### src/rtl/dhop_pkg.sv
// Shared types and constants for the DHCPv6 header and option walker.
// Used by the top level and by the port checker. No dependencies.
`default_nettype none

package dhop_pkg;

    // Byte count of the link and peer address fields of a relay header.
    localparam int unsigned ADDRESS_BYTES = 16;

    // Header field sizes that follow the message type.
    localparam int unsigned HOP_BYTES = 1;
    localparam int unsigned XID_BYTES = 3;

    // Fixed option header size added per option to the byte total.
    localparam int unsigned OPT_HDR_BYTES = 4;

    // Message types that carry a relay header.
    localparam logic [7:0] MSG_RELAY_FORW = 8'd12;
    localparam logic [7:0] MSG_RELAY_REPL = 8'd13;

    // Region tags reported with each byte.
    typedef enum logic [2:0] {
        RGN_TYPE      = 3'd0,
        RGN_HOP_XID   = 3'd1,
        RGN_LINK_ADDR = 3'd2,
        RGN_PEER_ADDR = 3'd3,
        RGN_OPT_CODE  = 3'd4,
        RGN_OPT_LEN   = 3'd5,
        RGN_OPT_DATA  = 3'd6
    } region_t;

endpackage

`default_nettype wire

### src/rtl/dhcpv6_header_option_parser.sv
// Top level of the DHCPv6 header and option walker; depends on dhop_pkg.
// Path: with no stall, a request is captured in the input register, parsed as it
// leaves it, and its result is held in the output register until it is taken.
// Throughput: one request per cycle, back to back; stall reaches the input
// only when both the input and the output register are full and out_stall is high.
// Reset (rst_n low, asynchronous) empties both stages and clears the parser.
`default_nettype none

module dhcpv6_header_option_parser
    import dhop_pkg::*;
(
    input  wire logic        clk,
    input  wire logic        rst_n,

    input  wire logic        in_valid,
    output logic             in_stall,
    input  wire logic [7:0]  data_byte,
    input  wire logic        end_of_message,

    output logic             out_valid,
    input  wire logic        out_stall,
    output logic [2:0]       region,
    output logic [15:0]      region_offset,
    output logic             is_relay,
    output logic [15:0]      current_option_code,
    output logic [15:0]      current_option_length,
    output logic [7:0]       options_seen,
    output logic [15:0]      options_total_bytes,
    output logic             malformed,
    output logic             message_done
);

    // ------------------------------------------------------------------
    // Input register. It holds one request until the parse step below can
    // hand its result to the output register.
    // ------------------------------------------------------------------
    logic       in_valid_reg;
    logic [7:0] byte_reg;
    logic       last_reg;

    // The parse step fires when a request sits in the input register and
    // the output register is empty or is being emptied in this cycle.
    logic out_free;
    logic advance;

    assign out_free = !out_valid || !out_stall;
    assign advance  = in_valid_reg && out_free;
    assign in_stall = in_valid_reg && !out_free;

    always_ff @(posedge clk or negedge rst_n)
    begin
        if (!rst_n)
        begin
            in_valid_reg <= 1'b0;
        end
        else if (!in_stall)
        begin
            in_valid_reg <= in_valid;
        end
    end

    always_ff @(posedge clk)
    begin
        if (in_valid && !in_stall)
        begin
            byte_reg <= data_byte;
            last_reg <= end_of_message;
        end
    end

    // ------------------------------------------------------------------
    // Parser state. It changes only when a request leaves the input
    // register, so it always describes the byte that is next in line.
    // ------------------------------------------------------------------
    region_t     parse_region_reg, parse_region_next;
    logic [15:0] byte_index_reg, byte_index_next;
    logic        relay_flag_reg, relay_flag_next;
    logic [15:0] option_code_reg, option_code_next;
    logic [15:0] option_length_reg, option_length_next;
    logic [7:0]  option_counter_reg, option_counter_next;
    logic [15:0] option_total_reg, option_total_next;

    // Values reported with the current byte.
    region_t     cur_region;
    logic        bad;

    logic [16:0] off_inc;
    logic [17:0] total_sum;
    logic [15:0] len_full;

    assign off_inc   = {1'b0, byte_index_reg} + 17'd1;
    assign len_full  = {option_length_reg[7:0], byte_reg};
    assign total_sum = {2'b00, option_total_reg} + {2'b00, len_full}
                     + 18'(OPT_HDR_BYTES);

    always_comb
    begin
        parse_region_next   = parse_region_reg;
        byte_index_next     = off_inc[15:0];
        relay_flag_next     = relay_flag_reg;
        option_code_next    = option_code_reg;
        option_length_next  = option_length_reg;
        option_counter_next = option_counter_reg;
        option_total_next   = option_total_reg;
        cur_region          = parse_region_reg;

        case (parse_region_reg)
            RGN_HOP_XID:
            begin
                if (off_inc >= (relay_flag_reg ? 17'(HOP_BYTES) : 17'(XID_BYTES)))
                begin
                    parse_region_next = relay_flag_reg ? RGN_LINK_ADDR : RGN_OPT_CODE;
                    byte_index_next   = '0;
                end
            end
            RGN_LINK_ADDR:
            begin
                if (off_inc >= 17'(ADDRESS_BYTES))
                begin
                    parse_region_next = RGN_PEER_ADDR;
                    byte_index_next   = '0;
                end
            end
            RGN_PEER_ADDR:
            begin
                if (off_inc >= 17'(ADDRESS_BYTES))
                begin
                    parse_region_next = RGN_OPT_CODE;
                    byte_index_next   = '0;
                end
            end
            RGN_OPT_CODE:
            begin
                if (byte_index_reg == '0)
                begin
                    option_code_next   = {8'h00, byte_reg};
                    option_length_next = '0;
                end
                else
                begin
                    option_code_next  = {option_code_reg[7:0], byte_reg};
                    parse_region_next = RGN_OPT_LEN;
                    byte_index_next   = '0;
                end
            end
            RGN_OPT_LEN:
            begin
                if (byte_index_reg == '0)
                begin
                    option_length_next = {8'h00, byte_reg};
                end
                else
                begin
                    // The option header is now complete: count it and add
                    // its full size to the running total, both saturating.
                    option_length_next = len_full;
                    if (option_counter_reg != 8'hFF)
                    begin
                        option_counter_next = option_counter_reg + 8'd1;
                    end
                    option_total_next = (total_sum[17:16] != 2'b00) ? 16'hFFFF
                                                                    : total_sum[15:0];
                    // An empty option goes straight on to the next code.
                    parse_region_next = (len_full == '0) ? RGN_OPT_CODE : RGN_OPT_DATA;
                    byte_index_next   = '0;
                end
            end
            RGN_OPT_DATA:
            begin
                if (off_inc >= {1'b0, option_length_reg})
                begin
                    parse_region_next = RGN_OPT_CODE;
                    byte_index_next   = '0;
                end
            end
            default:
            begin
                // Message type byte, and the recovery path for any code
                // that is not a region.
                cur_region        = RGN_TYPE;
                relay_flag_next   = (byte_reg inside {MSG_RELAY_FORW, MSG_RELAY_REPL});
                parse_region_next = RGN_HOP_XID;
                byte_index_next   = '0;
            end
        endcase

        // A message is well formed only if it stops exactly at an option
        // boundary, which is also where the header hands over to options.
        bad = last_reg && !(parse_region_next == RGN_OPT_CODE && byte_index_next == '0);
    end

    always_ff @(posedge clk or negedge rst_n)
    begin
        if (!rst_n)
        begin
            parse_region_reg   <= RGN_TYPE;
            byte_index_reg     <= '0;
            relay_flag_reg     <= 1'b0;
            option_code_reg    <= '0;
            option_length_reg  <= '0;
            option_counter_reg <= '0;
            option_total_reg   <= '0;
        end
        else if (advance)
        begin
            if (last_reg)
            begin
                // The final byte closes the message; start over.
                parse_region_reg   <= RGN_TYPE;
                byte_index_reg     <= '0;
                relay_flag_reg     <= 1'b0;
                option_code_reg    <= '0;
                option_length_reg  <= '0;
                option_counter_reg <= '0;
                option_total_reg   <= '0;
            end
            else
            begin
                parse_region_reg   <= parse_region_next;
                byte_index_reg     <= byte_index_next;
                relay_flag_reg     <= relay_flag_next;
                option_code_reg    <= option_code_next;
                option_length_reg  <= option_length_next;
                option_counter_reg <= option_counter_next;
                option_total_reg   <= option_total_next;
            end
        end
    end

    // ------------------------------------------------------------------
    // Output register. It keeps its result while out_stall is high.
    // ------------------------------------------------------------------
    logic out_valid_reg;

    always_ff @(posedge clk or negedge rst_n)
    begin
        if (!rst_n)
        begin
            out_valid_reg <= 1'b0;
        end
        else if (out_free)
        begin
            out_valid_reg <= in_valid_reg;
        end
    end

    logic [2:0]  region_reg;
    logic [15:0] offset_reg;
    logic        relay_reg;
    logic [15:0] code_reg;
    logic [15:0] length_reg;
    logic [7:0]  seen_reg;
    logic [15:0] total_reg;
    logic        bad_reg;
    logic        done_reg;

    always_ff @(posedge clk)
    begin
        if (advance)
        begin
            region_reg <= cur_region;
            offset_reg <= byte_index_reg;
            relay_reg  <= relay_flag_next;
            code_reg   <= option_code_next;
            length_reg <= option_length_next;
            seen_reg   <= option_counter_next;
            total_reg  <= option_total_next;
            bad_reg    <= bad;
            done_reg   <= last_reg;
        end
    end

    assign out_valid             = out_valid_reg;
    assign region                = region_reg;
    assign region_offset         = offset_reg;
    assign is_relay              = relay_reg;
    assign current_option_code   = code_reg;
    assign current_option_length = length_reg;
    assign options_seen          = seen_reg;
    assign options_total_bytes   = total_reg;
    assign malformed             = bad_reg;
    assign message_done          = done_reg;

endmodule

`default_nettype wire

### config.mk
export PLATFORM = sky130hd
export DESIGN_NAME = dhcpv6_header_option_parser
export DESIGN_NICKNAME = d
export VERILOG_FILES = /design/src/rtl/dhop_pkg.sv /design/src/rtl/dhcpv6_header_option_parser.sv
export SDC_FILE = /design/constraint.sdc
export NUM_CORES = 1
export LEC_CHECK = 0
export ABC_AREA = 1
export BUFFER_PORTS_ARGS = -buffer_cell sky130_fd_sc_hd__buf_4
export CAP_MARGIN = 40
export CELL_PAD_IN_SITES_DETAIL_PLACEMENT = 0
export CELL_PAD_IN_SITES_GLOBAL_PLACEMENT = 1
export CORE_MARGIN = 10
export CORE_UTILIZATION = 41
export DETAILED_ROUTE_END_ITERATION = 12
export GPL_ROUTABILITY_DRIVEN = 0
export PLACE_DENSITY = 0.79
export SYNTH_ARGS = -nofsm -noshare
export SYNTH_HDL_FRONTEND = slang
export SYNTH_SLANG_ARGS = --single-unit
export TNS_END_PERCENT = 10
### constraint.sdc
create_clock -name clk -period 3.1 [get_ports clk]
set_input_delay 0.31 -clock clk [delete_from_list [all_inputs] [get_ports clk]]
set_output_delay 0.31 -clock clk [all_outputs]
set_load 0.01 [all_outputs]
==> key figures <==
Status
  • Result of the run: finished, final reports clean

Layout
  • Most frequent cells in the layout: nand2_1 (212), inv_1 (159), buf_4 (117)
  • Share of final-layout standard cells stronger than drive strength 1: 20.2%
  • Most frequent standard cell in the layout excluding fill and tap cells: nand2_1
  • Area growth from synthesis to layout: 20.9%
  • Number of filler cells placed in the layout: 2037
  • Layout net count: 1182
  • Total area of multi-input combinational cells: 0.00368 mm²
  • Post-layout util: 50.9%
  • Antenna cell count: 0
  • Sequential Area: 0.00457 mm²

Floorplan
  • Die Width: 168 µm
  • Cell row count: 53
  • Initial core utilization: 42.1%
  • Total core area: 0.0212 mm²
  • I/O pin total: 93
  • Vertical die dimension: 168 µm
  • Floorplan die area: 0.0281 mm²

Power and ir drop
  • Power Density: 603 mW/mm²
  • Part of the power in registers: 41.6%
  • Clock share of power: 31.3%
  • Total internal power: 4.40 mW
  • Net switching fraction of the power: 32.5%
  • Portion of total power attributed to combinational logic: 27.1%
  • VDD IR max: 0.392 mV
  • Switching power of the nets: 2.12 mW
  • Total leakage power: 5.37 nW

Clock network
  • CTS HTree Levels: 4
  • CTS tree: yes
  • Reg clk slew, reported paths: 0.07 ns
  • Number of sinks on the clock net: 165
  • Latest clock arrival within the worst-skew pair: 0.43 ns
  • Total CTS buffers: 17
  • Max Buffers Root-to-Sink: 2
  • Cell at the root of the clock tree: clkbuf_16

Timing
  • Worst slew margin relative to its limit: 51.9%
  • Number of failing hold endpoints at the final stage: 0
  • Max frequency: 349 MHz
  • Max-slew violations: 0
  • Final worst-path cycle share: 92.4%
  • Min Clock Period, post-route: 2.86 ns
  • Final setup violation count: 0
  • Hold_ws: 0.0578 ns
  • Clock skew: 0.0130 ns
  • Actual transition at the worst max-transition pin: 0.721 ns
  • Crit path setup slack, layout: 0.237 ns
  • Setup_tns: 0 ns

Logic synthesis
  • Mean Syn Cell Area: 8.95 µm²
  • Count of unique library cells instantiated by Yosys: 44
  • Primary flip-flop cell chosen by synthesis mapping: edfxtp_1
  • Post-synthesis instance area: 0.00894 mm²
  • Count of flip-flops with a built-in enable after synthesis: 87
  • Number of standard cells after synthesis: 999
  • Synthesized net count: 1064
  • Yosys synthesis warning count: 0
  • Fraction of the yosys area taken by sequential cells: 51.0%
  • Number of storage elements in the synthesis netlist: 165
  • Synth async-reset ratio: 47.3%

Setup path
  • Category of the worst setup path capture point: register
  • Data required time of the worst path: 3.44 ns
  • Critical path's largest stage delay: 0.40 ns
  • Critical path's slowest cell: a311oi_1
  • Startpoint class of the critical path: register
  • CP bufs+invs: 3
  • CP most frequent cell: nand2_1
  • Ordered list of cells on the worst path: ha_1, buf_4, nand2_1, nor2_2, nand2_2, nor2_1, nand2_1, nand2_1, inv_1, ha_1, nand2_1, nor2_1, a311oi_1, a21oi_2, nand3_4, buf_12, nand3_1, o21ai_1
  • Worst setup path category: reg2reg
  • Cell family with the largest share of critical-path delay: simple AND/OR/NAND/NOR gates
  • Largest fanout of any net on the critical path: 15
  • Arrival time at the worst endpoint: 3.21 ns

Hold path
  • Type of the worst min-delay path: in2reg

Job
  • Max-capacitance violation count: 0

Global routing
  • Global-route usage over all layers: 16.4%
  • Antenna violations before repair: 0
  • Vias in the first global route: 7047
  • First-pass GRT wire length: 37400 µm
  • Maximum number of pins on one net before global-route repair: 55
  • Sum of overflow across all layers after global routing: 0

Routing
  • Final Routed Wirelength: 23000 µm
  • Mean routed wirelength per cell: 16.3 µm
  • Number of vias in the routed layout: 7094
  • 1st-iter DRT viols: 376
  • Number of iterations in the first detailed-routing pass: 5
  • Detail Route Antenna Nets: 0
  • Avg Vias per Cell: 5.05
  • Remaining DRCs: 0

Placed design
  • Post-detail-place hpwl: 17100 µm
  • Port Buffer Count: 92
  • Post-place setup slack: 0.129 ns
==> cell families (layout without fill, tap and decap cells) <==
kind of cell / after synthesis / count (layout) / share of synthesized area, %
AO/OA/AOI/OAI: 151 / 151 / 10.0
XOR/XNOR: 16 / 16 / 1.57
adder cells (fa/ha/maj): 52 / 52 / 7.36
buffers and inverters: 193 / 324 / 8.42
flip-flops: 165 / 165 / 51.0
AND/OR/NAND/NOR: 422 / 422 / 21.6
==> per-layer routing <==
metal / GRT usage (%) / up-vias / share of wire [%]
li1: - / 3559 / -
met1: 21.0 / 3366 / 45
met2: 27.4 / 143 / 49
met3: 3.46 / 26 / 4.9
met4: 4.43 / 0 / 1.5
met5: 0 / - / 0
==> cell type report <==
class | instances | share of cell area [%]
sequential | 165 | 42.3
multi-input combinational | 641 | 34.1
timing repair buffer | 124 | 9.39
inverter | 168 | 5.88
clock buffer | 19 | 4.10
tap | 275 | 3.18
clock inverter | 13 | 1.12
==> final timing paths <==
path | start | endpoint | slack [ns] | cells after the start
worst min-delay path | data_byte[3] | byte_reg[3] | 0.06 | 1
worst max register to register | byte_index_reg[1] | byte_index_reg[6] | 0.24 | 18
min in group asynchronous | rst_n | byte_index_reg[3] | 0.44 | 2
max in group asynchronous | rst_n | option_length_reg[2] | 2.05 | 3
worst max-delay path | byte_index_reg[1] | byte_index_reg[6] | 0.24 | 18
worst min register to register | in_valid_reg | out_valid | 0.49 | 2
==> Yosys cell counts (3+ instances only) <==
| cell | n | area share, % |
|---|---|---|
| inv_1 | 162 | 6.8 |
| nor3_1 | 14 | 0.78 |
| xor2_1 | 13 | 1.3 |
| buf_2 | 4 | 0.22 |
| clkbuf_1 | 19 | 0.80 |
| nor2_1 | 71 | 3.0 |
| nand4_1 | 17 | 1.2 |
| inv_2 | 5 | 0.21 |
| nand3_2 | 13 | 1.5 |
| nand2_1 | 214 | 9.0 |
| a21oi_1 | 34 | 1.9 |
| o21ai_2 | 8 | 0.78 |
| o221ai_1 | 7 | 0.69 |
| nand2_2 | 8 | 0.56 |
| or2_2 | 13 | 0.91 |
| nor2_4 | 4 | 0.50 |
| nand3b_1 | 3 | 0.25 |
| nand3_1 | 56 | 3.1 |
| nor2_2 | 4 | 0.28 |
| ha_1 | 51 | 7.1 |
| o21ai_1 | 8 | 0.45 |
| dfrtp_1 | 78 | 22 |
| o22ai_1 | 28 | 2.0 |
| o21bai_1 | 4 | 0.34 |
| a21boi_0 | 3 | 0.25 |
| xnor2_1 | 3 | 0.29 |
| nor4_1 | 3 | 0.21 |
| edfxtp_1 | 87 | 29 |
| o21ai_0 | 46 | 2.6 |
==> what timing repair did <==
action,CTS,global route
endpoints found under the hold margin,37,0
resized for setup,0,18
buffers inserted,0,1
endpoints found under the setup margin,0,37
hold buffers,1,0
==> metrics by stage <==
step	cells	cell area, µm²	power [mW]
6_report	1405	10800	6.52
3_3_place_gp	1369	10100	4.48
4_1_cts	1404	10700	6.57
3_5_place_dp	1371	10200	4.52
5_1_grt	1405	10800	6.88
2_1_floorplan	999	8940	3.84
==> power by group through the flow <==
| stage | Combinational [mW] | Sequential [mW] | Clock, mW |
|---|---|---|---|
| 2_1_floorplan | 1.03 | 2.81 | 0 |
| 3_3_place_gp | 1.73 | 2.75 | 0 |
| 3_5_place_dp | 1.77 | 2.76 | 0 |
| 4_1_cts | 1.77 | 2.71 | 2.08 |
| 5_1_grt | 1.97 | 2.73 | 2.18 |
| 6_report | 1.77 | 2.71 | 2.04 |
No activity file was read; power rests on OpenSTA's default activity.
